--- src/hdl/dfl_ram.sv ---
`timescale 1ns / 1ps
// ----------------------------------------------------------------------------
// dfl_ram: generic single-port ram
// one write or read per cycle, registered read data
// ----------------------------------------------------------------------------
module dfl_ram #(
  parameter int WIDTH = 8,
  parameter int DEPTH = 16
) (
  input  logic                     clk_i,
  input  logic                     we_i,
  input  logic [$clog2(DEPTH)-1:0] addr_i,
  input  logic [WIDTH-1:0]         wdata_i,
  output logic [WIDTH-1:0]         rdata_o
);

  logic [WIDTH-1:0] mem_q [DEPTH];

  always_ff @(posedge clk_i) begin
    if (we_i) begin
      mem_q[addr_i] <= wdata_i;
    end
    rdata_o <= mem_q[addr_i];
  end

endmodule

--- config.mk ---
export PLATFORM = sky130hd
export DESIGN_NAME = dfl_ram
export DESIGN_NICKNAME = d
export VERILOG_FILES = /design/src/hdl/dfl_ram.sv
export SDC_FILE = /design/constraint.sdc
export NUM_CORES = 1
export LEC_CHECK = 0
export ABC_CLOCK_PERIOD_IN_PS = 2100
export BUFFER_PORTS_ARGS = -buffer_cell sky130_fd_sc_hd__buf_2
export CAP_MARGIN = 15
export CORE_MARGIN = 2
export CORE_UTILIZATION = 60
export DETAILED_ROUTE_END_ITERATION = 6
export HOLD_SLACK_MARGIN = 0.1
export PLACE_DENSITY = 0.78
export SLEW_MARGIN = 20
export SYNTH_ARGS = -nofsm -noshare
export SYNTH_HDL_FRONTEND = slang
export SYNTH_SLANG_ARGS = --single-unit
export TNS_END_PERCENT = 50
--- constraint.sdc ---
create_clock -name clk_i -period 2.1 [get_ports clk_i]
set_input_delay 0.105 -clock clk_i [delete_from_list [all_inputs] [get_ports clk_i]]
set_output_delay 0.105 -clock clk_i [all_outputs]
set_load 0.02 [all_outputs]
==> Word-level counts from Yosys, hierarchy flattened <==
Memories as Yosys holds them, arrays and structs flattened. A register that Yosys moved wholly into a read port is not among the register bits.
Cells that the tools add are included.
{ "word_totals": {"regBits": 0, "ram_bits": 128, "output_inout_bits": 8, "mem_count": 1} }
{ "classes": {"muxes": 2} }
{ "mem_list": {"columns": ["memory", "depth", "word_bits", "read_ports", "rd_ports_with_merged_regs", "wr", "line_no", "rtl"], "rows": [
  ["mem_q", 16, 8, 1, 1, 1, "17", "logic [WIDTH-1:0] mem_q [DEPTH];"]
]} }
{ "ops": {"columns": ["op", "count"], "rows": [
  ["$mux 1", 2]
]} }

==> Longest topological paths before layout <==
Gate-level depths: netlist (run 1).
{ "depth": {"depth_word": 2, "depth_mapped": 5, "ltp_nobuf": 3} }

==> Worst setup path after synthesis (run 1) <==
Ideal clock, no wire load.
{ "synth_timing": {"path_kind": "input-to-reg", "startpoint": "input port addr_i[2]", "endpoint": "memory mem_q[0][0] (enable)", "setup_time_ps": 383, "arrival_time_ps": 1215, "path_slack_ps": 502, "path_stages": 2, "n_path_buf": 0, "cell_sequence": "or3b_2 -> nor3_1"} }
{ "synth_lines": {"columns": ["item", "line_no", "rtl"], "rows": [
  ["start, declared", "12", "input logic [$clog2(DEPTH)-1:0] addr_i,"],
  ["end, declared", "17", null]
]} }
Straight into the memory's write port.

==> results of run 1 <==
## cells in the mapped netlist
cell type                  instances
sky130_fd_sc_hd__edfxtp_1        128
sky130_fd_sc_hd__mux4_2           32
sky130_fd_sc_hd__a22oi_1          16
sky130_fd_sc_hd__nor2_1           13
sky130_fd_sc_hd__nand2_1           9
sky130_fd_sc_hd__dfxtp_1           8
sky130_fd_sc_hd__buf_1             4
sky130_fd_sc_hd__nor3_1            4
sky130_fd_sc_hd__buf_2             2
sky130_fd_sc_hd__buf_6             2
sky130_fd_sc_hd__clkbuf_1          2
sky130_fd_sc_hd__nand2b_1          2
sky130_fd_sc_hd__nand3b_1          2
sky130_fd_sc_hd__nor2b_1           2
sky130_fd_sc_hd__and2_1            1
sky130_fd_sc_hd__clkbuf_2          1
sky130_fd_sc_hd__nand3_1           1
sky130_fd_sc_hd__or3b_2            1
## registers in the layout, indices dropped and copies added (netlist names)
name     cells
mem_q      128
rdata_o      8
## path summary, 6_finish.rpt
path	startpoint	end	slack, ps	cells past startpoint
max	mem_q[2][1]$_DFFE_PP_	rdata_o[1]$_DFF_P_	770	3
min	addr_i[2]	rdata_o[2]$_DFF_P_	250	4
max reg2reg	mem_q[2][1]$_DFFE_PP_	rdata_o[1]$_DFF_P_	770	3
min reg2reg	mem_q[14][2]$_DFFE_PP_	rdata_o[2]$_DFF_P_	670	3
## cell families after synthesis
logic type / synth area share
multiplexers: 0.142
AO/OA/AOI/OAI: 0.0237
buffers and inverters: 0.0119
flip-flops: 0.790
AND/OR/NAND/NOR: 0.0321
## worst max-delay path, cell delays in order (launching register included)
cell and delay [ps]:
sky130_fd_sc_hd__edfxtp_1 360, sky130_fd_sc_hd__mux4_2 480, sky130_fd_sc_hd__a22oi_1 290, sky130_fd_sc_hd__nand2_1 90
## per-layer routing
layer  wire length [um]  vias up  global-route usage
met5                  0        -                   0
met4                117        0              0.0893
met3                413       11              0.0462
met2               4710       65               0.362
met1               3650     1195               0.287
li1                   -     1077                   -
## area by class of cell
class / instances / area share
Multi-Input combinational cell: 83 / 0.165
Sequential cell: 136 / 0.657
Clock inverter: 11 / 0.0199
Tap cell: 105 / 0.0216
Timing Repair Buffer: 51 / 0.0616
Clock buffer: 21 / 0.0753
## stage by stage
| stage | cell area, um2 | cells | setup WS [ps] | hold WS [ps] | utilization |
|---|---|---|---|---|---|
| after floorplan | 5070 | 230 | 502 | 204 | - |
| after global placement | 5430 | 367 | 419 | 487 | 0.661 |
| after detailed placement | 5430 | 367 | 360 | 511 | 0.661 |
| after CTS | 6090 | 407 | 781 | 223 | 0.742 |
| after global routing | 6090 | 407 | 715 | 287 | 0.742 |
| final | 6090 | 407 | 766 | 249 | 0.742 |
## power by group
group	total, mW	internal [mW]	switching (mW)
clock network	2.81	1.78	1.03
registers	3.05	3.04	0.0175
logic	0.311	0.134	0.177
==> impl_metrics.tcl, run 1 <==
set metrics [dict create \
    final.period_utilization 0.635 \
    relSlewSlack 0.593 \
    crit_path_end_kind "flop" \
    die_width_um 95.9 \
    globalRoute.totalOverflow 0 \
    detailed_route_wl_mm 8.88 \
    synth_cells 230 \
    first_global_vias 2521 \
    vdd_ir_drop_max_mv 0.597 \
    leakagePower_nw 2.06 \
    achievable-frequency_mhz 750 \
    num_io_pins 22 \
    design_power_total_mw 6.18 \
    die_area_mm2 0.00920 \
    synth_sequential_area_ratio 0.790 \
    mostFrequentLayoutCells "sky130_fd_sc_hd__edfxtp_1, sky130_fd_sc_hd__mux4_2, sky130_fd_sc_hd__buf_2, sky130_fd_sc_hd__buf_4" \
    clock_root_buffer "sky130_fd_sc_hd__clkbuf_8" \
    clkSlewWorstSetupHoldPaths_ps 60 \
    synth_top_cells_by_area "sky130_fd_sc_hd__edfxtp_1, sky130_fd_sc_hd__mux4_2, sky130_fd_sc_hd__dfxtp_1" \
    cts_tree "yes" \
    grt_max_degree 23 \
    fin_worst_skew_ps 6.61 \
    hpwlAfterDp_mm 5.85 \
    syn_nets 244 \
    post-synth-top-area-fraction 0.759 \
    cts-root-to-sink-buffers 2 \
    outcome "completed" \
    vias 2348 \
    rsz_0062_raised_after_global_routing "false" \
    timing_max_transition_violations_final 0 \
    finalNetCount 303 \
    design.core.area_mm2 0.00822 \
    critPathLaunchType "flop" \
    multi_input_area_mm2 0.00100 \
    slew_of_the_pin_with_the_lowest_slew_margin_ps 609 \
    die_height_um 95.9 \
    timing.final.setup_violations 0 \
    final.min_clock_period_ps 1330 \
    min-delay-path-class "in2reg" \
    fraction_of_final_layout_cells_sized_beyond_drive_strength_1 0.354 \
    drtIter0Drc 226 \
    grt_pass1_wl_mm 13.8 \
    critPathArrivalTime_ps 1720 \
    postCtsResizedCells 0 \
    cts_htree_levels 4 \
    post_cts_hold_buffers 8 \
    hold_viol 0 \
    antennaDiodeCount 0 \
    timing.setup.tns_ps 0 \
    post_cts.repair.setup_buffers 0 \
    yosysTopAreaCell "sky130_fd_sc_hd__edfxtp_1" \
    areaGrowthSynthToFinish_pct 20.3 \
    timing.max_cap.violations 0 \
    detailedRoute.firstPassIterationCount 5 \
    final.fill_count 466 \
    ant_nets 0 \
    grt_util_all_layers 0.219 \
    yosys_warnings 0 \
    critPathMaxFanout 1 \
    row_count 33 \
    timing.critical_path.required_ps 2490 \
    register_bit_total_from_synthesis 136 \
    layout.cells.most_common "sky130_fd_sc_hd__edfxtp_1" \
    drc_violations_left 0 \
    seq_area_mm2 0.00400 \
    clock-sinks 136 \
    floorplan.initialDensity 0.617 \
    p_per_area_mw_per_mm2 1010 \
    port_buffer_cells 21 \
    avg_cell_area_syn_um2 22.0 \
    drt-wirelength-per-cell_um 21.8 \
    route.detailed.vias_per_inst 5.77 \
    synth.cell_area_mm2 0.00507 \
    antenna_found_initial 0 \
    gp_congestion 0.756 \
    synth.lib_cells_used.distinct 18 \
    path_class "reg2reg" \
    worst_skew_pair.late_latency_ps 500 \
    cts_buffers 17 \
]
(Power assumes the default switching activity.)
==> inputs of run 2 (changes only) <==
ABC_CLOCK_PERIOD_IN_PS = 1250   (was 2100)
clock period = 1.25 ns   (was 2.1 ns; I/O delays follow)
==> run 2 against run 1 <==
Compared with the run above:
- the run now ends with negative setup slack left
- global-route usage rose by 4.1 points
- clock power rose by 87%
- final area is 6.9% higher
- critical path type unchanged
- largest cell class unchanged
==> impl_metrics.tcl, run 2 (synthesized netlist as in run 1, its figures left out) <==
set metrics [dict create \
    layout.cells.most_common "sky130_fd_sc_hd__edfxtp_1" \
    switching_share 0.202 \
    drc_violations_left 0 \
    gp_congestion 0.820 \
    die_width_um 95.9 \
    timing.max_cap.violations 0 \
    crit_path_top_delay_cell "sky130_fd_sc_hd__mux4_2" \
    ant_nets 0 \
    post_cts.repair.setup_buffers 0 \
    fin_worst_skew_ps 6.59 \
    cell_chain_critical_path "mux4_2, a22oi_2, nand2_1" \
    critPathArrivalTime_ps 1720 \
    achievable-frequency_mhz 756 \
    row_count 33 \
    final.fill_count 407 \
    outcome "finished with violations" \
    port_buffer_cells 21 \
    relSlewSlack 0.342 \
    design_power_total_mw 11.0 \
    grt_util_all_layers 0.260 \
    drtIter0Drc 264 \
    power.switching_mw 2.23 \
    timing_max_transition_violations_final 0 \
    antennaDiodeCount 0 \
    registers.top_by_ff_count "mem_q" \
    final.period_utilization 1.06 \
    finalNetCount 327 \
    crit_path_end_kind "flop" \
    areaGrowthSynthToFinish_pct 28.6 \
    grt_pass1_wl_mm 15.8 \
    hpwlAfterDp_mm 6.48 \
    clkSlewWorstSetupHoldPaths_ps 60 \
    clkPwrFrac 0.477 \
    cts_htree_levels 4 \
    clock_root_buffer "sky130_fd_sc_hd__clkbuf_8" \
    cts_buffers 17 \
    failed_checks "negative setup slack" \
    share_comb_of_total_power 0.057 \
    route.detailed.vias_per_inst 6.04 \
    multi_input_area_mm2 0.00110 \
    vdd_ir_drop_max_mv 1.07 \
    cts-root-to-sink-buffers 2 \
    hold_viol 0 \
    fraction_of_final_layout_cells_sized_beyond_drive_strength_1 0.475 \
    leakagePower_nw 2.24 \
    vias 2602 \
    design.core.area_mm2 0.00822 \
    min-delay-path-class "in2reg" \
    timing.critical_path.required_ps 1650 \
    final.setup.worst_slack_ps -72.3 \
    detailedRoute.firstPassIterationCount 4 \
    p_seq_frac 0.466 \
    rsz_0062_raised_after_global_routing "true" \
    post-place-ws_ps -268 \
    globalRoute.totalOverflow 0 \
    critPathLaunchType "flop" \
    die_area_mm2 0.00920 \
    critPathMaxStageDelay_ps 500 \
    drt-wirelength-per-cell_um 24.3 \
    first_global_vias 2697 \
    mostFrequentLayoutCells "sky130_fd_sc_hd__edfxtp_1, sky130_fd_sc_hd__buf_4, sky130_fd_sc_hd__mux4_2, sky130_fd_sc_hd__buf_2, sky130_fd_sc_hd__clkbuf_16" \
    seq_area_mm2 0.00400 \
    slew_of_the_pin_with_the_lowest_slew_margin_ps 985 \
    die_height_um 95.9 \
    cts_tree "yes" \
    grt_max_degree 21 \
    floorplan.initialDensity 0.617 \
    final.min_clock_period_ps 1320 \
    path_class "reg2reg" \
    timing.final.setup_violations 8 \
    num_io_pins 22 \
    top_regs "mem_q (128), rdata_o (8)" \
    p_per_area_mw_per_mm2 1690 \
    worst_skew_pair.late_latency_ps 520 \
    internal_power_mw 8.79 \
    critPathMaxFanout 1 \
    largest_reg_flops 128 \
    antenna_found_initial 0 \
    detailed_route_wl_mm 10.5 \
    clock-sinks 136 \
]
[run 2: per-stage QoR]
step	util	instances	hold WS, ps	cell area, um2	TNS (ps)
6_report	0.793	431	175	6520	-304
5_1_grt	0.793	431	185	6520	-461
4_1_cts	0.793	431	156	6520	-306
3_5_place_dp	0.702	391	460	5770	-13710
3_3_place_gp	0.702	391	450	5770	-11510
2_1_floorplan	-	230	161	5120	-3180
[run 2: final timing paths]
path / startpoint / to / slack [ps] / cells after the start
worst max-delay path: mem_q[11][6]$_DFFE_PP_ / rdata_o[6]$_DFF_P_ / -70 / 3
worst min-delay path: addr_i[1] / rdata_o[1]$_DFF_P_ / 170 / 5
worst max register to register: mem_q[11][6]$_DFFE_PP_ / rdata_o[6]$_DFF_P_ / -70 / 3
worst min register to register: mem_q[14][2]$_DFFE_PP_ / rdata_o[2]$_DFF_P_ / 680 / 3
[run 2: final cells by class]
cell class              instances  share of cell area
repair buffers                 75               0.101
flip-flops and latches        136               0.614
clock inverters                11              0.0259
clock buffers                  21              0.0705
multi-input cells              83               0.169
well taps                     105              0.0202
[run 2: timing repair]
item,4_1_cts,5_1_grt
setup endpoints to repair,8,8
pin swaps,9,0
endpoints found under the hold margin,128,0
resized for setup,8,0
hold buffers,8,0
[run 2: per-layer routing]
metal	global-route usage	wire length (um)
met1	0.353	4240
met3	0.0564	723
met5	0	0
met2	0.420	5380
met4	0.100	137
[run 2: power by group through the flow]
stage                     sequential, mW  clock, mW  combinational, mW
after global routing                5.14       5.49              0.674
final                               5.13       5.25              0.631
after detailed placement            5.22          0              0.591
after floorplan                     5.25          0              0.276
after CTS                           5.13       5.31              0.638
after global placement              5.22          0              0.576
[run 2: critical path, delay by kind of cell, from the launching register on]
| family | cells | cell delay (ps) |
|---|---|---|
| compound gates | 1 | 210 |
| flops | 1 | 390 |
| mux | 1 | 500 |
| simple gates | 1 | 100 |
==> inputs of run 3 (changes only) <==
CTS_BUF_LIST = sky130_fd_sc_hd__clkbuf_2 sky130_fd_sc_hd__clkbuf_4 sky130_fd_sc_hd__clkbuf_8   (was default)
==> run 3 against run 2 <==
Compared with the run above:
- the flow still finishes with violations (negative setup slack)
- hold slack improved by 76 ps
- flip-flop and latch count unchanged
- count of clock-buffer cells in the layout did not move
- clock power shrank 24%
- non-clock buffer count is the same
- largest power group is now registers
==> impl_metrics.tcl, run 3 (synthesized netlist as in run 1, its figures left out) <==
set metrics [dict create \
    clock_root_buffer "sky130_fd_sc_hd__clkbuf_8" \
    vias 2576 \
    cts_tree "yes" \
    final_cell_area_mm2 0.00636 \
    largest_reg_flops 128 \
    hold_viol 0 \
    crit_path_top_delay_cell "sky130_fd_sc_hd__mux4_2" \
    grt_util_all_layers 0.252 \
    hpwlAfterDp_mm 6.48 \
    post-place-ws_ps -268 \
    post_cts.repair.setup_buffers 0 \
    die_width_um 95.9 \
    fin_util 0.774 \
    crit_path_end_kind "flop" \
    critPathMaxStageDelay_ps 490 \
    registers.top_by_ff_count "mem_q" \
    min-delay-path-class "in2reg" \
    grt_pass1_wl_mm 15.4 \
    gp_congestion 0.820 \
    final.period_utilization 1.04 \
    finalNetCount 327 \
    grt_max_degree 21 \
    first_global_vias 2662 \
    port_buffer_cells 21 \
    critPathLaunchType "flop" \
    worst-r2r-cell-count 3 \
    die_area_mm2 0.00920 \
    timing_max_transition_violations_final 0 \
    globalRoute.totalOverflow 0 \
    detailedRoute.firstPassIterationCount 4 \
    p_per_area_mw_per_mm2 1530 \
    areaGrowthSynthToFinish_pct 25.5 \
    timing.max_cap.violations 0 \
    timing.final.setup_violations 5 \
    crit_start "mem_q[0][3]$_DFFE_PP_" \
    whs_path_depth 5 \
    placed_standard_cell_area_mm2 0.00577 \
    ant_nets 0 \
    top_regs "mem_q (128), rdata_o (8)" \
    cts_htree_levels 4 \
    clock-sinks 136 \
    whs_ps 250 \
    critPathMaxFanout 1 \
    levels_on_crit_path 3 \
    layout.cells.most_common "sky130_fd_sc_hd__edfxtp_1" \
    timing.critical_path.max_delay_family "multiplexers" \
    vdd_ir_drop_max_mv 1.14 \
    mostFrequentLayoutCells "sky130_fd_sc_hd__edfxtp_1, sky130_fd_sc_hd__buf_4, sky130_fd_sc_hd__mux4_2, sky130_fd_sc_hd__buf_2, sky130_fd_sc_hd__clkbuf_8" \
    outcome "finished with violations" \
    final.min_clock_period_ps 1300 \
    critical_path.reg2reg.startpoint "mem_q[0][3]$_DFFE_PP_" \
    drt-wirelength-per-cell_um 23.2 \
    design.core.area_mm2 0.00822 \
    drtIter0Drc 243 \
    slew_of_the_pin_with_the_lowest_slew_margin_ps 1060 \
    critPathArrivalTime_ps 1620 \
    path_buf_inv 0 \
    fraction_of_final_layout_cells_sized_beyond_drive_strength_1 0.491 \
    cell_chain_critical_path "mux4_2, a22oi_2, nand2_1" \
    worst_skew_pair.late_latency_ps 430 \
    cts-root-to-sink-buffers 2 \
    clkSlewWorstSetupHoldPaths_ps 80 \
    final.setup.worst_slack_ps -52.1 \
    row_count 33 \
    route.detailed.vias_per_inst 5.98 \
    num_io_pins 22 \
    failed_checks "negative setup slack" \
    path_class "reg2reg" \
    antenna_found_initial 0 \
    floorplan.initialDensity 0.617 \
    rsz_0062_raised_after_global_routing "true" \
    detailed_route_wl_mm 10.0 \
    die_height_um 95.9 \
    leakagePower_nw 2.16 \
    cts_buffers 17 \
    drc_violations_left 0 \
    worst_hold_startpoint "addr_i[1]" \
    timing.critical_path.required_ps 1570 \
    fin_worst_skew_ps 9.33 \
    antennaDiodeCount 0 \
    relSlewSlack 0.292 \
    achievable-frequency_mhz 768 \
    design_power_total_mw 9.75 \
]
[run 3: cell type report]
| cell class | count | area (um2) |
|---|---|---|
| fillers | 411 | 1860 |
| well taps | 105 | 131 |
| flip-flops and latches | 136 | 4000 |
| clock buffers | 21 | 283 |
| repair buffers | 75 | 656 |
| multi-input cells | 83 | 1120 |
| clock inverters | 11 | 169 |
[run 3: worst register-to-register path: cells and delay by family, from the launching register on]
family	cells	cell delay, ps
and+or+nand+nor	1	90
AOI/OAI and AO/OA	1	210
muxes	1	500
DFF	1	400
[run 3: final timing paths]
path | end | slack [ps]
max | rdata_o[3]$_DFF_P_ | -50
min | rdata_o[2]$_DFF_P_ | 250
max reg2reg | rdata_o[3]$_DFF_P_ | -50
min reg2reg | rdata_o[1]$_DFF_P_ | 670
[run 3: power by group]
part	total [mW]	internal (mW)	switching [mW]
Clock	3.99	2.36	1.63
Combinational	0.636	0.291	0.345
Sequential	5.12	5.09	0.0294
Total	9.75	7.74	2.01
[run 3: timing repair]
| action | in CTS | in global routing |
|---|---|---|
| gates resized for setup | 10 | 2 |
| endpoints found under the setup margin | 8 | 8 |
| hold endpoints to repair | 128 | 0 |
| hold buffers | 8 | 0 |
| pin swaps | 9 | 1 |
[run 3: metrics by stage]
stage	TNS, ps	instances
global route	-315	431
detailed placement	-13710	391
finish	-158	431
floorplan	-3180	230
CTS	-165	431
global placement	-11510	391
[run 3: per-layer routing]
layer,vias to the layer above,track usage,routed length (um)
met2,101,0.392,5080
met1,1327,0.352,4090
li1,1128,-,-
met3,20,0.0587,638
met4,0,0.102,209
met5,-,0,0
