--- config.mk ---
export PLATFORM = sky130hd
export DESIGN_NAME = dfl_ctrl
export DESIGN_NICKNAME = d
export VERILOG_FILES = /design/src/hdl/dfl_pkg.sv /design/src/hdl/dfl_ctrl.sv
export SDC_FILE = /design/constraint.sdc
export NUM_CORES = 1
export LEC_CHECK = 0
export BUFFER_PORTS_ARGS = -buffer_cell sky130_fd_sc_hd__clkbuf_2
export CAP_MARGIN = 20
export CORE_AREA = 10 10 220 222
export DETAILED_ROUTE_END_ITERATION = 8
export DIE_AREA = 0 0 230 232
export SLEW_MARGIN = 20
export SYNTH_ARGS = -nofsm -noshare
export SYNTH_HDL_FRONTEND = slang
export SYNTH_SLANG_ARGS = --single-unit
--- constraint.sdc ---
create_clock -name clk_i -period 15.3 [get_ports clk_i]
set_clock_uncertainty 0.05 [all_clocks]
set_input_delay 1.53 -clock clk_i [delete_from_list [all_inputs] [get_ports clk_i]]
set_output_delay 1.53 -clock clk_i [all_outputs]
set_load 0.01 [all_outputs]
--- src/hdl/dfl_pkg.sv ---
`timescale 1ns / 1ps
// ----------------------------------------------------------------------------
// dfl_pkg: shared types and constants of the deduplicating event log
// sizes, operation and status codes, register indexes, word structs
// ----------------------------------------------------------------------------
package dfl_pkg;

  localparam int SLOTS      = 256;
  localparam int SLOT_W     = $clog2(SLOTS);
  localparam int CNT_W      = $clog2(SLOTS + 1);
  localparam int CFG_IDX_W  = 8;
  localparam int CFG_DATA_W = 8;

  // register indexes on the config channel
  localparam logic [CFG_IDX_W-1:0] REG_ENABLE  = CFG_IDX_W'(0);
  localparam logic [CFG_IDX_W-1:0] REG_TRUSTED = CFG_IDX_W'(1);

  typedef enum logic [1:0] {
    OP_RECORD = 2'd0,
    OP_READ   = 2'd1,
    OP_CLEAR  = 2'd2
  } op_e;

  typedef enum logic [2:0] {
    STAT_INSERTED  = 3'd0,
    STAT_DUPLICATE = 3'd1,
    STAT_FILT_CLS  = 3'd2,
    STAT_FILT_TRST = 3'd3,
    STAT_DISARMED  = 3'd4,
    STAT_READ_OK   = 3'd5,
    STAT_READ_OOR  = 3'd6,
    STAT_CLEARED   = 3'd7
  } status_e;

  typedef enum logic [2:0] {
    S_IDLE,
    S_SCAN,
    S_WRITE,
    S_RDREQ,
    S_RDWAIT,
    S_DONE
  } state_e;

  // one log entry as stored in the ram
  typedef struct packed {
    logic [7:0]  cls;
    logic [63:0] addr;
    logic [63:0] key;
  } slot_t;

  localparam int SLOT_BITS = $bits(slot_t);

  typedef struct packed {
    logic [1:0]  op;
    logic [63:0] key;
    logic [63:0] addr;
    logic [7:0]  cls;
    logic        trusted;
    logic [7:0]  pos;
  } in_t;

  typedef struct packed {
    status_e          status;
    logic [63:0]      key;
    logic [63:0]      addr;
    logic [7:0]       cls;
    logic [CNT_W-1:0] occupied;
  } res_t;

  typedef struct packed {
    logic       enable;
    logic [7:0] trusted_code;
    logic       arm_clr;
  } cfg_t;

endpackage

--- src/hdl/dfl_ctrl.sv ---
`timescale 1ns / 1ps
// ----------------------------------------------------------------------------
// dfl_ctrl: sequencer of the event log
// filters, scans slots through one key/address comparator, writes and reads
// ----------------------------------------------------------------------------
module dfl_ctrl
  import dfl_pkg::*;
(
  input  logic              clk_i,
  input  logic              rst_ni,
  input  logic              in_valid_i,
  output logic              in_ready_o,
  input  in_t               in_i,
  input  cfg_t              cfg_i,
  output logic              res_valid_o,
  input  logic              res_ready_i,
  output res_t              res_o,
  output logic              ram_we_o,
  output logic [SLOT_W-1:0] ram_addr_o,
  output slot_t             ram_wdata_o,
  input  slot_t             ram_rdata_i
);

  state_e            state_q, state_d;
  slot_t             slot_q, slot_d;
  logic [7:0]        pos_q, pos_d;
  logic [CNT_W-1:0]  scan_q, scan_d;
  logic              cmp_vld_q, cmp_vld_d;
  logic [SLOT_W-1:0] head_q, head_d;
  logic [CNT_W-1:0]  count_q, count_d;
  res_t              res_q, res_d;

  logic              accept;
  logic              filtered;
  logic              in_range;
  logic              hit;
  logic              full;
  logic [SLOT_W:0]   rd_sum;
  logic [SLOT_W-1:0] rd_idx;

  assign accept   = in_valid_i && in_ready_o;
  assign full     = (count_q == CNT_W'(SLOTS));
  assign filtered = !cfg_i.enable || (in_i.cls == cfg_i.trusted_code) || in_i.trusted;
  assign in_range = (32'(in_i.pos) < 32'(count_q));

  // the shared comparator
  assign hit = (ram_rdata_i.key == slot_q.key) && (ram_rdata_i.addr == slot_q.addr);

  // oldest-first position to physical slot
  assign rd_sum = (full ? {1'b0, head_q} : '0) + (SLOT_W + 1)'(pos_q);
  assign rd_idx = (rd_sum >= (SLOT_W + 1)'(SLOTS)) ?
                  SLOT_W'(rd_sum - (SLOT_W + 1)'(SLOTS)) : SLOT_W'(rd_sum);

  // next state
  always_comb begin
    state_d = state_q;
    unique case (state_q)
      S_IDLE: begin
        if (in_valid_i) begin
          priority if (in_i.op == OP_RECORD) begin
            if (filtered) begin
              state_d = S_DONE;
            end else if (count_q == '0) begin
              state_d = S_WRITE;
            end else begin
              state_d = S_SCAN;
            end
          end else if (in_i.op == OP_READ) begin
            state_d = in_range ? S_RDREQ : S_DONE;
          end else begin
            state_d = S_DONE;
          end
        end
      end
      S_SCAN: begin
        if (cmp_vld_q && hit) begin
          state_d = S_DONE;
        end else if ((scan_q == count_q) && !cmp_vld_q) begin
          state_d = S_WRITE;
        end
      end
      S_WRITE:  state_d = S_DONE;
      S_RDREQ:  state_d = S_RDWAIT;
      S_RDWAIT: state_d = S_DONE;
      S_DONE: begin
        if (res_ready_i) begin
          state_d = S_IDLE;
        end
      end
      default: state_d = S_IDLE;
    endcase
  end

  // datapath and outputs
  always_comb begin
    slot_d      = slot_q;
    pos_d       = pos_q;
    scan_d      = scan_q;
    cmp_vld_d   = 1'b0;
    head_d      = head_q;
    count_d     = count_q;
    res_d       = res_q;
    in_ready_o  = 1'b0;
    res_valid_o = 1'b0;
    ram_we_o    = 1'b0;
    ram_addr_o  = head_q;
    ram_wdata_o = slot_q;

    unique case (state_q)
      S_IDLE: begin
        in_ready_o = 1'b1;
        if (accept) begin
          slot_d = '{cls: in_i.cls, addr: in_i.addr, key: in_i.key};
          pos_d  = in_i.pos;
          scan_d = '0;
          res_d  = '0;
          priority if (in_i.op == OP_RECORD) begin
            priority if (!cfg_i.enable) begin
              res_d.status = STAT_DISARMED;
            end else if (in_i.cls == cfg_i.trusted_code) begin
              res_d.status = STAT_FILT_CLS;
            end else if (in_i.trusted) begin
              res_d.status = STAT_FILT_TRST;
            end else begin
              res_d.status = STAT_INSERTED;
            end
          end else if (in_i.op == OP_READ) begin
            res_d.status = in_range ? STAT_READ_OK : STAT_READ_OOR;
          end else if (in_i.op == OP_CLEAR) begin
            res_d.status = STAT_CLEARED;
            head_d       = '0;
            count_d      = '0;
          end else begin
            res_d.status = STAT_DISARMED;
          end
        end
      end
      S_SCAN: begin
        ram_addr_o = scan_q[SLOT_W-1:0];
        if (scan_q < count_q) begin
          cmp_vld_d = 1'b1;
          scan_d    = scan_q + CNT_W'(1);
        end
        if (cmp_vld_q && hit) begin
          res_d.status = STAT_DUPLICATE;
        end
      end
      S_WRITE: begin
        ram_we_o     = 1'b1;
        ram_addr_o   = head_q;
        head_d       = (head_q == SLOT_W'(SLOTS - 1)) ? '0 : head_q + SLOT_W'(1);
        count_d      = full ? count_q : count_q + CNT_W'(1);
        res_d.status = STAT_INSERTED;
      end
      S_RDREQ: begin
        ram_addr_o = rd_idx;
      end
      S_RDWAIT: begin
        res_d.key  = ram_rdata_i.key;
        res_d.addr = ram_rdata_i.addr;
        res_d.cls  = ram_rdata_i.cls;
      end
      S_DONE: begin
        res_valid_o = 1'b1;
      end
      default: ;
    endcase

    // arming the log empties it
    if (cfg_i.arm_clr) begin
      head_d  = '0;
      count_d = '0;
    end
  end

  always_comb begin
    res_o          = res_q;
    res_o.occupied = count_q;
  end

  always_ff @(posedge clk_i or negedge rst_ni) begin
    if (!rst_ni) begin
      state_q   <= S_IDLE;
      scan_q    <= '0;
      cmp_vld_q <= 1'b0;
      head_q    <= '0;
      count_q   <= '0;
    end else begin
      state_q   <= state_d;
      scan_q    <= scan_d;
      cmp_vld_q <= cmp_vld_d;
      head_q    <= head_d;
      count_q   <= count_d;
    end
  end

  always_ff @(posedge clk_i) begin
    slot_q <= slot_d;
    pos_q  <= pos_d;
    res_q  <= res_d;
  end

`ifndef SYNTH
  // count saturates at capacity
  a_count_max: assert property (@(posedge clk_i) disable iff (!rst_ni)
    count_q <= CNT_W'(SLOTS))
    else $error("count above capacity");

  // until the log wraps, the head sits right after the newest entry
  a_head_track: assert property (@(posedge clk_i) disable iff (!rst_ni)
    !full |-> (CNT_W'(head_q) == count_q))
    else $error("head out of step with count");

  // each insert grows the log by one unless it is full
  a_write_count: assert property (@(posedge clk_i) disable iff (!rst_ni)
    (state_q == S_WRITE && !cfg_i.arm_clr) |=>
      (count_q == (($past(count_q) == CNT_W'(SLOTS)) ? $past(count_q)
                                                      : $past(count_q) + CNT_W'(1))))
    else $error("count not updated by insert");

  // the scan never runs past the occupied slots
  a_scan_bound: assert property (@(posedge clk_i) disable iff (!rst_ni)
    (state_q == S_SCAN) |-> (scan_q <= count_q))
    else $error("scan past occupied slots");
`endif

endmodule

# [Word level (Yosys, flattened, before mapping)]
# Index checks and enable logic that the tools add are counted.
[classes] n_reduce_logical=23 n_div=0 n_shift=0 bitwise_logic=0 eq_ne=24 n_addsub=5 muxes=46 magnitude_cmp=3 mul=0
[op_table] op="$pmux W136 S2" count=1
[op_table] op="$mux W148" count=1
[op_table] op="$eq A64 B64 Y1" count=2
[op_table] op="$mux W9" count=8
[op_table] op="$mux W8" count=8
[op_table] op="$pmux W9 S2" count=2
[op_table] op="$mux W3" count=11
[op_table] op="$pmux W8 S2" count=2
[op_table] op="$add A9 B1 Y9 const B" count=2
[op_table] op="$ne A3 B3 Y1 const B" count=6
[op_table] op="$pmux W3 S5" count=1
[op_table] op="$mux W2" count=6
[op_table] op="$ne A2 B2 Y1 const B" count=5
[op_table] op="$add A8 B8 Y9" count=1
[op_table] op="$eq A9 B9 Y1" count=1
[op_table] op="$eq A9 B9 Y1 const B" count=1
[op_table] op="$ge A9 B9 Y1 const B" count=1
[op_table] op="$logic_not A9 Y1" count=1
[op_table] op="$lt A8 B9 Y1" count=1
[op_table] op="$lt A9 B9 Y1" count=1
[op_table] op="$pmux W3 S3" count=1
[op_table] op="$reduce_and A3 Y1" count=3
[op_table] op="$add A8 B1 Y8 const B" count=1
[op_table] op="$eq A8 B8 Y1" count=1
[op_table] op="other kinds (19)" count=33
[word_totals] ff_bits=313 inputBits=297 n_memories=0 latchBits=0 rom_bits=0 ram_bits=0 output_inout_bits=295 word_cells=114

# [Longest topological paths before layout]
# Gate-level depths: netlist (run 1).
[logic_depth] word_depth=7 ltp_mapped=16

# [Worst setup path before layout (run 1)]
# Ideal clock, no wire load.
[synth_timing] path_kind="input to register" from="in in_valid_i" to="reg res_q, in the netlist res_o[100], enable pin" path_stages=2 arrival_ns=4.503 path_slack_ns=10.247 path_cell_list="nand2_4 nand2_1"
[synth_between] elab_chain_len=3
[synth_lines] element="from (decl)" line="dfl_ctrl.sv:11" text="input logic in_valid_i,"
[synth_lines] element="$logic_and A1 B1 Y1" line="dfl_ctrl.sv:41" text="assign accept = in_valid_i && in_ready_o;"
[synth_lines] element="$ne A2 B2 Y1 (no line)"
[synth_lines] element="$reduce_and A2 Y1 (no line)"
[synth_lines] element="to (signal assigned)" line="dfl_ctrl.sv:200" text="res_q <= res_d;"
[synth_lines] element="to (decl)" line="dfl_ctrl.sv:31" text="res_t res_q, res_d;"
# Every way passes these cells.
# A chain may end at the register's enable or synchronous reset.

# [Worst setup path in the final report (run 1)]
[layout_timing] from="reg count_q[0]" to="out ram_addr_o[7]"
[layout_between] elab_chain_len=6
[layout_lines] element="from (decl)" line="dfl_ctrl.sv:30" text="logic [CNT_W-1:0] count_q, count_d;"
[layout_lines] element="from (signal assigned)" line="dfl_ctrl.sv:193" text="count_q <= count_d;"
[layout_lines] element="$eq A9 B9 Y1 *" line="dfl_ctrl.sv:42" text="assign full = (count_q == CNT_W'(SLOTS));"
[layout_lines] element="$mux W8 *" line="dfl_ctrl.sv:50" text="assign rd_sum = (full ? {1'b0, head_q} : '0) + (SLOT_W + 1)'(pos_q);"
[layout_lines] element="$add A8 B8 Y9 *" line="dfl_ctrl.sv:50"
[layout_lines] element="$sub A8 B1 Y8 or $ge A9 B9 Y1 (tied branches)" line="dfl_ctrl.sv:52, dfl_ctrl.sv:51"
[layout_lines] element="$mux W8 *" line="dfl_ctrl.sv:51" text="assign rd_idx = (rd_sum >= (SLOT_W + 1)'(SLOTS)) ?"
[layout_lines] element="$pmux W8 S2 *" line="dfl_ctrl.sv:109" text="unique case (state_q)"
[layout_lines] element="to (decl)" line="dfl_ctrl.sv:19" text="output logic [SLOT_W-1:0] ram_addr_o,"
# Mark *: on every way between the ends. The rest lies on a longest branch, timed or not.

==> metrics.sh, run 1 <==
DIE_W_UM=230
FLOORPLAN.INITIALDENSITY_PCT=31.28
SYNTH_COMPOUND_GATE_AREA_SHARE_PCT=6.874
WORST_SETUP_PATH_END_KIND='output port'
SYNTH.DISTINCT_CELLS=64
VIA_PER_INST=5.015
POWER_FRAC_COMB_PCT=29.5
CORE_UM2=43930
CP.BUFFERS_INVERTERS=4
FIRSTDRTPASSITERS=5
PRECTSSETUPSLACK_NS=10.23
SYNTH_XOR_AREA_SHARE_PCT=5.672
POST_SYNTH_ADDER_CELL_AREA_PCT=2.604
FRACTION_OF_LAYOUT_INSTANCES_USING_A_DRIVE_STRENGTH_ABOVE_1_PCT=39.95
SETUP_REPAIR_AFTER_GLOBAL_ROUTING_MISSED_ITS_MARGIN='no'
NUMCTSBUFFERS=38
HPWLAFTERDP_UM=47930
SYN-CELL-AREA_UM2=13740
CTSHOLDBUFFERS=0
CTS_BUFFER_DEPTH=3
SYN-NUM-NETS=1351
CRIT_TYPE='reg -> out'
INITIALDRTVIOLATIONCOUNT=828
ROUTED-VIA-COUNT=11280
SEQ_POWER_SHARE_PCT=44.4
CLOCK_POWER_SHARE_PCT=26.1
MIN_PERIOD_NS=5.735
GRT-OVFL-TOTAL=0
GRT_FIRST_PASS_WIRELENGTH_UM=83320
YS_SEQ_ELEMENTS=313
FIN_NETS=1954
BIGGEST_CELL_DELAY_ALONG_THE_CRITICAL_PATH_NS=0.47
SYNTH.AREA.MUX_SHARE_PCT=0.2913
FINALSETUPVIOLCOUNT=0
PLACER_CONGESTION=0.9395
FMAXACHIEVABLE_GHz=0.1744
POWER.INTERNAL_W=0.002031
NUMBER_OF_FLOPS_MAPPED_TO_ENABLE_CELLS_BY_YOSYS=283
TIMING.SETUP.TNS_NS=0
FIRST_GLOBAL_VIAS=11420
START_KIND='register'
GRT_ANTENNA_BEFORE_REPAIR=9
FINALHOLDVIOLCOUNT=0
SYNTH_FF_TYPE='edfxtp_1'
MAX_CAP_VIOLATIONS=0
CLK_LATENCY_NS=0.54
TOP_LEVEL_PORTS=592
ROWS=77
MAX-VDD-IR-DROP_V=0.00008897
DRC_ERRORS=0
DIE_HEIGHT_UM=232
GRT_UTIL_ALL_LAYERS_PCT=21.26
WORST-SLEW-PIN-TRANSITION_NS=1.048
ROUTE.ANTENNA.REMAINING_NETS=0
CTS-RESIZED-GATES=0
CRITICAL_PATH_PEAK_FANOUT=11
FINAL.SETUP.WORST_SLACK_NS=9.565
POSTSYNTH.ASYNCRESETSHARE_PCT=9.585
SYNTH_TOP_FAMILY_BY_AREA='simple AND/OR/NAND/NOR gates'
NUMCLOCKSINKS=313
POWER_PER_CELL_AREA_nW_PER_UM2=171.0
DOMINANT_DELAY_CONTRIBUTOR_BY_CELL_FAMILY_ON_THE_CRITICAL_PATH='compound AO/OA/AOI/OAI gates'
AVERAGE_CELL_AREA_AFTER_SYNTHESIS_UM2=13.39
P_LEAK_nW=8.279
HOLDCRITPATHCLASS='reg -> reg'
AREA_GROWTH_SYN_TO_LAYOUT_PCT=34.67
SEQ_AREA_FRAC_SYNTH_PCT=67.30
OUTCOME='completed'
CLOCK-ROOT-BUFFER='clkbuf_16'
POST_CTS.REPAIR.SETUP_BUFFERS=0
DIE_AREA_UM2=53360
POST_SYNTH_INST_COUNT=1026
REQ_TIME_CRIT_PATH_NS=13.72
PATH_CELLS='inv_1 > ha_1 > or4b_1 > nor3_1 > buf_4 > nand2_1 > inv_1 > ha_1 > a21o_1 > a21oi_1 > o21ai_0 > o41ai_1 > xnor2_1 > mux2i_1 > o21ai_1 > clkbuf_2'
ROUTED_WL_UM=59470
ROUTE.DETAILED.WL_PER_INST_UM=26.43
CLK_PIN_SLEW_WORST_PATHS_NS=0.05
POWER.SHARE.SWITCHING_PCT=35.83
CTS_TREE='yes'
PORT_BUFFERS=591
GRT_START_MAX_NET_PINS=91
SYNTHSIMPLEGATEAREAFRAC_PCT=14.43
SYNTH.YOSYS.WARNINGS=0
P_SWITCHING_W=0.001134
CTS_HTREE_LEVELS=2
REPORT.FINAL.SLEW_VIOL_COUNT=0
SLEW-LIMIT-HEADROOM_PCT=30.14
PERIOD_SHARE_PCT=37.48
SLOWEST_STAGE='o41ai_1'
ARRIVAL_NS=4.15
flip-flops by register name (all words and copies together) (netlist names):
register / flops
res_o: 139
scan_q: 9
ram_wdata_o: 136
pos_q: 8
count_q: 9
state_q: 3
head_q: 8
cmp_vld_q: 1
final timing paths:
check,start,endpoint,slack [ns],cells past startpoint
worst max register to register,state_q[1],res_o[43],11.13,5
worst min register to register,count_q[5],count_q[5],0.51,1
min in group asynchronous,rst_ni,count_q[0],1.02,1
max in group asynchronous,rst_ni,state_q[2],13.58,1
worst max-delay path,count_q[0],ram_addr_o[7],9.57,16
worst min-delay path,count_q[5],count_q[5],0.51,1
power by group through the flow:
stage	Sequential, W	Combinational, W	Clock (W)
2_1_floorplan	0.00151	0.000356	0
3_3_place_gp	0.00142	0.000946	0
3_5_place_dp	0.00142	0.000947	0
4_1_cts	0.00141	0.000951	0.000848
5_1_grt	0.00143	0.00100	0.000879
6_report	0.00141	0.000934	0.000825
cells by family (layout without fill, tap and decap cells):
logic type,after synthesis,count (layout)
xor gates and xnor gates,89,89
muxes,4,4
other,0,1
buffers and inverters,103,734
adders and majority gates,28,28
and+or+nand+nor,353,353
DFF,313,313
AOI/OAI and AO/OA,136,136
cell type report:
class                      count  area, um2
antenna                        1      2.502
clock buffer                  47       1016
clock inverter                21      97.59
fill                        4216      25420
inverter                      66      252.7
multi-input combinational    610       4120
sequential                   313       9253
tap                          592      740.7
timing repair buffer         600       3025
synth_stat cells, drive strengths merged, types with 4 or more instances:
master	count	area share, %
xnor2	48	3.1
nor2b	26	1.2
a2111o	6	0.49
nor2	61	1.7
o22ai	14	0.64
a22o	8	0.51
and3	112	5.1
a21oi	17	0.62
ha	27	2.5
nand2	37	1.1
nand3	20	0.76
o2bb2ai	7	0.45
mux2i	4	0.29
o21ai	37	1.3
nand2b	18	0.82
nor3	17	0.78
o31ai	10	0.55
xor2	41	2.6
dfrtp	30	5.5
nor4	21	1.0
inv	65	1.8
edfxtp	283	62
and2	8	0.36
a21o	5	0.27
nand4	18	0.82
clkbuf	35	0.96
per-stage QoR:
stage                     utilization [%]  instance area (um2)  cells  power (W)  hold WS [ns]
after floorplan                         -                13740   1026   0.001870        0.4409
after global placement              39.59                17390   2181   0.002361        0.4773
after detailed placement            39.59                17390   2181   0.002372        0.5045
after CTS                           42.12                18510   2249   0.003207        0.5123
after global routing                42.13                18510   2250   0.003309        0.5305
final                               42.13                18510   2250   0.003165        0.5125
layout by cell type, fill, tap and decap left out, types with 29 or more instances in the layout:
master,netlist,final
dfrtp_1,30,29
clkbuf_2,0,591
o21ai_0,36,36
xnor2_1,48,48
and3_1,112,112
clkbuf_16,0,39
edfxtp_1,283,283
nor2_1,61,60
xor2_1,41,41
inv_1,65,65
nand2_1,36,35
metal layers:
layer	routed length, um	track usage (%)
met1	22560	24.25
met5	71	0
met2	30450	38.08
met3	5057	6.438
met4	1333	5.447
Power figures use the tool's default switching activity.
==> run 2: changes to the inputs <==
Settings changed: CORE_AREA 10 10 220 222 to 10 10 225 227, DIE_AREA 0 0 230 232 to 0 0 235 237.
Clock period 15.3 ns to 4.7 ns, I/O delays scaled along.
==> run 2 against run 1 <==
Cell count up 1.1%. Setup slack worse by 9.3 ns. Count of clock-buffer cells in the layout up 1. Global-route usage down 1.0 points. Flip-flop and latch count unchanged. Worst hold slack worse by 0.47 ns. Power rose to 3.3 times the previous value. First-iteration DRC count down 7.9%. Combinational power rose to 3.3 times the previous value.
==> metrics.sh, run 2 (synthesized netlist as in run 1, its figures left out) <==
HPWLAFTERDP_UM=47700  # was 47930 um
CORE_UM2=46160  # was 43930 um2
FMAXACHIEVABLE_GHz=0.2260
MULTI_INPUT_COMBINATIONAL_CELL_AREA_UM2=4149  # was 4120 um2
POWER.SHARE.SWITCHING_PCT=35.40  # was 35.83%
GRT_UTIL_ALL_LAYERS_PCT=20.23  # was 21.26%
ROWS=79  # was 77
GRT_ANTENNA_BEFORE_REPAIR=8  # was 9
ARRIVAL_NS=3.90  # was 4.15 ns
VIA_PER_INST=4.916  # was 5.015
OUTCOME='completed'  # unchanged
POWER_PER_CELL_AREA_nW_PER_UM2=562.4  # was 171.0 nW/um2
GRT_START_MAX_NET_PINS=109  # was 91
MAX_CAP_VIOLATIONS=0  # unchanged
DIE_HEIGHT_UM=237  # was 232 um
DIE_AREA_UM2=55700  # was 53360 um2
REQ_TIME_CRIT_PATH_NS=4.18  # was 13.72 ns
GRT-OVFL-TOTAL=0  # unchanged
LARGEST_REG_FLOPS=139  # unchanged
FINALHOLDVIOLCOUNT=0  # unchanged
LAYOUT.FILLER_CELLS=4423  # was 4216
FIRST_GLOBAL_VIAS=11570  # was 11420
FINALSETUPVIOLCOUNT=0  # unchanged
P_SWITCHING_W=0.003725  # was 0.001134 W
ROUTE.ANTENNA.REMAINING_NETS=0  # unchanged
FRACTION_OF_LAYOUT_INSTANCES_USING_A_DRIVE_STRENGTH_ABOVE_1_PCT=40.53  # was 39.95%
DIE_W_UM=235  # was 230 um
START_KIND='register'  # unchanged
POWER_FRAC_COMB_PCT=29.1  # was 29.5%
ROUTED_WL_UM=59290  # was 59470 um
CRIT_TYPE='reg -> out'  # unchanged
FINAL-SEQ-AREA_UM2=9253  # unchanged
GRT_FIRST_PASS_WIRELENGTH_UM=83170  # was 83320 um
PERIOD_SHARE_PCT=94.13
LAYOUT.CELLS.MOST_COMMON_LIST='clkbuf_2 (591), edfxtp_1 (283), and3_1 (112), inv_1 (65), nor2_1 (60)'  # unchanged
CRITICAL_PATH_PEAK_FANOUT=4  # was 11
POWER.INTERNAL_W=0.006799  # was 0.002031 W
ROUTE.DETAILED.WL_PER_INST_UM=26.06  # was 26.43 um
WORST-SLEW-PIN-TRANSITION_NS=1.037  # was 1.048 ns
SEQ_POWER_SHARE_PCT=43.6  # was 44.4%
CLOCK_POWER_SHARE_PCT=27.3  # was 26.1%
HOLD-WORST-SLACK_NS=0.03998  # was 0.5125 ns
MOSTFREQUENTLAYOUTCELL='clkbuf_2'  # unchanged
P_LEAK_nW=8.363  # was 8.279 nW
HOLDCRITPATHCLASS='in -> reg'  # was reg -> reg
NUMCTSBUFFERS=38  # unchanged
REPORT.FINAL.SLEW_VIOL_COUNT=0  # unchanged
MAX-VDD-IR-DROP_V=0.0003379  # was 0.00008897 V
NUMCLOCKSINKS=313  # unchanged
CTS_HTREE_LEVELS=2  # unchanged
FIRSTDRTPASSITERS=5  # unchanged
CTS_TREE='yes'  # unchanged
SETUP_REPAIR_AFTER_GLOBAL_ROUTING_MISSED_ITS_MARGIN='no'  # unchanged
AREA_GROWTH_SYN_TO_LAYOUT_PCT=36.15  # was 34.67%
CLK_PIN_SLEW_WORST_PATHS_NS=0.06  # was 0.05 ns
CTS_BUFFER_DEPTH=3  # unchanged
WORST_SETUP_PATH_END_KIND='output port'  # unchanged
INITIALDRTVIOLATIONCOUNT=763  # was 828
DRC_ERRORS=0  # unchanged
CLOCK-ROOT-BUFFER='clkbuf_16'  # unchanged
SLEW-LIMIT-HEADROOM_PCT=29.07  # was 30.14%
TIMING.SETUP.TNS_NS=0  # unchanged
ROUTED-VIA-COUNT=11180  # was 11280
MIN_PERIOD_NS=4.424
TOP_LEVEL_PORTS=592  # unchanged
PLACER_CONGESTION=0.9027  # was 0.9395
MIN_DELAY_PATH_DEPTH=1  # unchanged
FIN_NETS=1960  # was 1954
PORT_BUFFERS=591  # unchanged
CLK_LATENCY_NS=0.55  # was 0.54 ns
FLOORPLAN.INITIALDENSITY_PCT=29.77  # was 31.28%
WORSTREGTOREGCELLS=8  # was 5
## run 2: changes by cell type in the layout (fill, tap and decap cells not counted), moves of 2 or more
cell / delta
buf_4: +4
bufinv_16: +3
clkbuf_1: +2
clkinv_1: -8
clkinv_2: +2
clkinv_8: +2
diode_2: +4
dlygate4sd3_1: +2
## run 2: power groups by stage
stage	clock network, W	registers, W	logic [W]
final	0.00288	0.00459	0.00306
after detailed placement	0	0.00465	0.00313
after global routing	0.00304	0.00467	0.00330
after floorplan	0	0.00488	0.00116
after CTS	0.00295	0.00460	0.00314
after global placement	0	0.00463	0.00312
## run 2: timing repair
action / 4_1_cts / 5_1_grt
buffers inserted: 0 / 0
hold endpoints to repair: 31 / 0
pin swaps: 0 / 1
gates resized for setup: 1 / 3
setup endpoints to repair: 3 / 3
hold buffers: 2 / 0
## run 2: final cells by class
| class | instances | area share [%] |
|---|---|---|
| inverter | 66 | 1.351 |
| tap | 607 | 4.059 |
| clock inverter | 20 | 1.070 |
| timing repair buffer | 606 | 16.44 |
| clock buffer | 48 | 5.396 |
| sequential | 313 | 49.45 |
| antenna | 5 | 0.06687 |
| multi-input combinational | 610 | 22.17 |
## run 2: metrics by stage
stage	utilization (%)	total power (W)	worst slack (ns)	instances	instance area (um2)
floorplan	-	0.006045	0.9277	1026	13750
detailed placement	37.80	0.007778	0.4767	2200	17450
finish	40.54	0.01052	0.2759	2275	18710
global placement	37.80	0.007755	0.5129	2200	17450
global route	40.53	0.01101	0.007806	2273	18710
CTS	40.48	0.01068	0.05782	2270	18690
## run 2: path summary, 6_finish.rpt
check | startpoint | endpoint | slack, ns
max | count_q[1] | ram_addr_o[7] | 0.28
min | in_i[56] | ram_wdata_o[103] | 0.04
max reg2reg | ram_wdata_o[72] | res_o[146] | 1.33
min reg2reg | count_q[5] | count_q[5] | 0.50
max in group asynchronous | rst_ni | state_q[2] | 3.47
min in group asynchronous | rst_ni | count_q[1] | 0.50
## run 2: metal layers
| layer | GRT usage, % | up-vias | share of wire (%) |
|---|---|---|---|
| li1 | - | 5055 | - |
| met1 | 22.97 | 5516 | 38 |
| met2 | 35.60 | 527 | 51 |
| met3 | 6.252 | 84 | 8.5 |
| met4 | 6.471 | 2 | 2.7 |
| met5 | 0 | - | 0.019 |
## run 2: critical path, stage by stage (launching register included)
cell and delay (ns):
dfrtp_1 0.42, inv_1 0.14, ha_1 0.16, or4b_1 0.51
nor3_4 0.24, nand2_1 0.14, inv_1 0.07, ha_1 0.22
a21o_1 0.17, a21oi_1 0.25, o21ai_1 0.18, o41ai_2 0.26
xnor2_1 0.15, mux2i_1 0.11, o21ai_1 0.17, clkbuf_2 0.17
==> run 3: changes to the inputs <==
Settings changed: REMOVE_ABC_BUFFERS set to 1.
==> run 3 against run 2 <==
Die area unchanged. Via count decreased by 1.2%. Setup slack got worse by 0.010 ns. Routed wire length decreased by 3.6%. Sequential share of layout area increased by 0.099 points. Critical path depth increased by 1. Global-route usage decreased by 0.72 points. Cell count decreased by 0.13%. Register-to-register slack improved by 0.22 ns. Power decreased by 0.47%. Maximum frequency decreased by 0.23%. Final area decreased by 0.20%. Largest cell class unchanged. Highest routed layer unchanged.
==> metrics.sh, run 3 (synthesized netlist as in run 1, its figures left out) <==
OUTCOME='completed'  # unchanged
WORST_HOLD_STARTPOINT='in_i[92]'  # was in_i[56]
DIE_W_UM=235  # unchanged
POWER_PER_CELL_AREA_nW_PER_UM2=560.9  # was 562.4 nW/um2
ROUTE.ANTENNA.REMAINING_NETS=0  # unchanged
FINALHOLDVIOLCOUNT=0  # unchanged
REPORT.FINAL.SLEW_VIOL_COUNT=0  # unchanged
GRT-OVFL-TOTAL=0  # unchanged
VIA_PER_INST=4.865  # was 4.916
LAYOUT.FILLER_CELLS=4499  # was 4423
ROUTED_WL_UM=57140  # was 59290 um
PLACER_CONGESTION=0.9034  # was 0.9027
WORST-SLEW-PIN-TRANSITION_NS=0.8912  # was 1.037 ns
FINAL.SETUP.WORST_SLACK_NS=0.2655  # was 0.2759 ns
POWER_FRAC_COMB_PCT=29.3  # was 29.1%
DOMINANT_DELAY_CONTRIBUTOR_BY_CELL_FAMILY_ON_THE_CRITICAL_PATH='simple AND/OR/NAND/NOR gates'  # was compound AO/OA/AOI/OAI gates
GROUTE.LAYER.MET3.USAGE_PCT=6.322  # was 6.252%
FMAXACHIEVABLE_GHz=0.2255  # was 0.2260 GHz
DIE_HEIGHT_UM=237  # unchanged
GRT_UTIL_ALL_LAYERS_PCT=19.51  # was 20.23%
PORT_BUFFERS=591  # unchanged
REQ_TIME_CRIT_PATH_NS=4.18  # about the same
GRT_ANTENNA_BEFORE_REPAIR=8  # unchanged
CRITICAL_PATH_PEAK_FANOUT=6  # was 4
FIRST_GLOBAL_VIAS=11410  # was 11570
MET2_USAGE_PCT=33.54  # was 35.60%
CORE_UM2=46160  # unchanged
FLOORPLAN.INITIALDENSITY_PCT=29.77  # unchanged
NUMCLOCKSINKS=313  # unchanged
HPWLAFTERDP_UM=45600  # was 47700 um
CTS_BUFFER_DEPTH=3  # unchanged
ARRIVAL_NS=3.91  # was 3.90 ns
WHS_ENDPOINT='ram_wdata_o[11]'  # was ram_wdata_o[103]
CP.BUFFERS_INVERTERS=3  # unchanged
P_SWITCHING_W=0.003696  # was 0.003725 W
SLEW-LIMIT-HEADROOM_PCT=40.09  # was 29.07%
FIN_NETS=1957  # was 1960
MAX-VDD-IR-DROP_V=0.0003732  # was 0.0003379 V
CLOCK_POWER_SHARE_PCT=27.2  # was 27.3%
WORSTREGTOREGCELLS=5  # was 8
GRT-BUSIEST-LAYER='met2'  # unchanged
POST_CTS.REPAIR.SETUP_BUFFERS=0  # unchanged
NUMCTSBUFFERS=38  # unchanged
CLK_LATENCY_NS=0.55  # about the same
GROUTE.LAYER.MET1.USAGE_PCT=22.30  # was 22.97%
SETUP_REPAIR_AFTER_GLOBAL_ROUTING_MISSED_ITS_MARGIN='no'  # unchanged
FRACTION_OF_LAYOUT_INSTANCES_USING_A_DRIVE_STRENGTH_ABOVE_1_PCT=40.42  # was 40.53%
POWER.INTERNAL_W=0.006779  # was 0.006799 W
SEQ_POWER_SHARE_PCT=43.5  # was 43.6%
GRT_START_MAX_NET_PINS=87  # was 109
BIGGEST_CELL_DELAY_ALONG_THE_CRITICAL_PATH_NS=0.49  # was 0.51 ns
DRC_ERRORS=0  # unchanged
FIN_CELLS=2272  # was 2275
MIN_PERIOD_NS=4.434  # was 4.424 ns
ENDPOINT_OF_THE_LOWEST_SLACK_REGISTER_TO_REGISTER_PATH='head_q[3]'  # was res_o[146]
START_KIND='register'  # unchanged
P_LEAK_nW=8.343  # was 8.363 nW
SLOWEST_STAGE='or4b_1'  # unchanged
CLK_PIN_SLEW_WORST_PATHS_NS=0.06  # about the same
ROUTE.DETAILED.WL_PER_INST_UM=25.15  # was 26.06 um
PLACEMENT.CELL_AREA_UM2=17450  # about the same
PERIOD_SHARE_PCT=94.35  # was 94.13%
GRT_FIRST_PASS_WIRELENGTH_UM=80620  # was 83170 um
HOLD-WORST-SLACK_NS=0.03968  # was 0.03998 ns
HOLDCRITPATHCLASS='in -> reg'  # unchanged
REG2REG_FROM='state_q[1]'  # was ram_wdata_o[72]
POWER.SHARE.SWITCHING_PCT=35.28  # was 35.40%
PRECTSSETUPSLACK_NS=0.7083  # was 0.4767 ns
TIMING.SETUP.TNS_NS=0  # unchanged
LARGEST_REG_FLOPS=139  # unchanged
CLOCK-ROOT-BUFFER='clkbuf_16'  # unchanged
LAYOUT.CELLS.MOST_COMMON_LIST='clkbuf_2 (591), edfxtp_1 (283), and3_1 (112), inv_1 (65), nor2_1 (60)'  # unchanged
FIRSTDRTPASSITERS=5  # unchanged
CP.DEPTH=16  # was 15
MAX_CAP_VIOLATIONS=0  # unchanged
TOP_LEVEL_PORTS=592  # unchanged
REG2REG_SLACK_NS=1.55  # was 1.33 ns
ROUTED-VIA-COUNT=11050  # was 11180
PLACED_CELLS=2198  # was 2200
AREA_GROWTH_SYN_TO_LAYOUT_PCT=35.88  # was 36.15%
DIE_AREA_UM2=55700  # unchanged
ROWS=79  # unchanged
CTS_TREE='yes'  # unchanged
PATH_CELLS='inv_1 > ha_1 > or4b_1 > nor3_2 > and2_1 > ha_1 > inv_1 > fa_1 > nor2b_1 > o21ai_0 > nand2b_1 > a21o_1 > a21oi_1 > xor2_1 > o31ai_1 > clkbuf_2'  # was inv_1 > ha_1 > or4b_1 > nor3_4 > nand2_1 > inv_1 > ha_1 > a21o_1 > a21oi_1 > o21ai_1 > o41ai_2 > xnor2_1 > mux2i_1 > o21ai_1 > clkbuf_2
CRIT_TYPE='reg -> out'  # unchanged
WORST_SETUP_PATH_END_KIND='output port'  # unchanged
MIN_DELAY_PATH_DEPTH=1  # unchanged
DESIGN_AREA_UM2=18670  # was 18710 um2
CTS_HTREE_LEVELS=2  # unchanged
FINALSETUPVIOLCOUNT=0  # unchanged
MOSTFREQUENTLAYOUTCELL='clkbuf_2'  # unchanged
INITIALDRTVIOLATIONCOUNT=732  # was 763
run 3: cell type report:
type                    instances  area, um2  area share, %
flip-flops and latches        313       9253          49.55
clock inverters                19      192.7          1.032
clock buffers                  49      992.2          5.313
multi-input cells             610       4136          22.15
inverters                      66      252.7          1.353
well taps                     607      759.5          4.067
diodes                          5      12.51        0.06700
repair buffers                603       3075          16.47
run 3: how the worst max path moves through the flow:
stage | startpoint | endpoint | slack [ns]
detailed placement | count_q[0] | ram_addr_o[7] | 0.71
CTS | count_q[0] | ram_addr_o[7] | 0.08
floorplan | state_q[1] | res_o[100] | -3.08
global placement | count_q[1] | ram_addr_o[7] | 0.78
global route | count_q[0] | ram_addr_o[7] | 0.03
finish | count_q[0] | ram_addr_o[6] | 0.27
run 3: routing by layer:
layer  wire length [um]  part of all wire [%]
met2              28540                    50
met5                 24                 0.042
met4               1704                   3.0
met1              22000                    38
met3               4872                   8.5
run 3: metrics by stage:
step                utilization [%]  power (W)
floorplan                         -   0.006019
global placement              37.81   0.007688
detailed placement            37.81   0.007730
CTS                           40.40    0.01061
global route                  40.45    0.01096
finish                        40.45    0.01047
run 3: repair_timing:
action,4_1_cts,5_1_grt
resized for setup,0,3
hold buffers,1,0
setup endpoints to repair,0,2
hold endpoints to repair,30,0
run 3: worst reg2reg max path: stages, from the launching register on:
cell and delay [ns]:
dfrtp_1 0.92, inv_1 0.46, nor4_2 0.90, nand2_1 0.34
nand2b_1 0.24, o21ai_0 0.15
run 3: power groups by stage:
| stage | sequential, W | clock, W | combinational (W) |
|---|---|---|---|
| 2_1_floorplan | 0.00501 | 0 | 0.00101 |
| 3_3_place_gp | 0.00459 | 0 | 0.00310 |
| 3_5_place_dp | 0.00461 | 0 | 0.00312 |
| 4_1_cts | 0.00456 | 0.00292 | 0.00313 |
| 5_1_grt | 0.00464 | 0.00303 | 0.00329 |
| 6_report | 0.00456 | 0.00285 | 0.00307 |
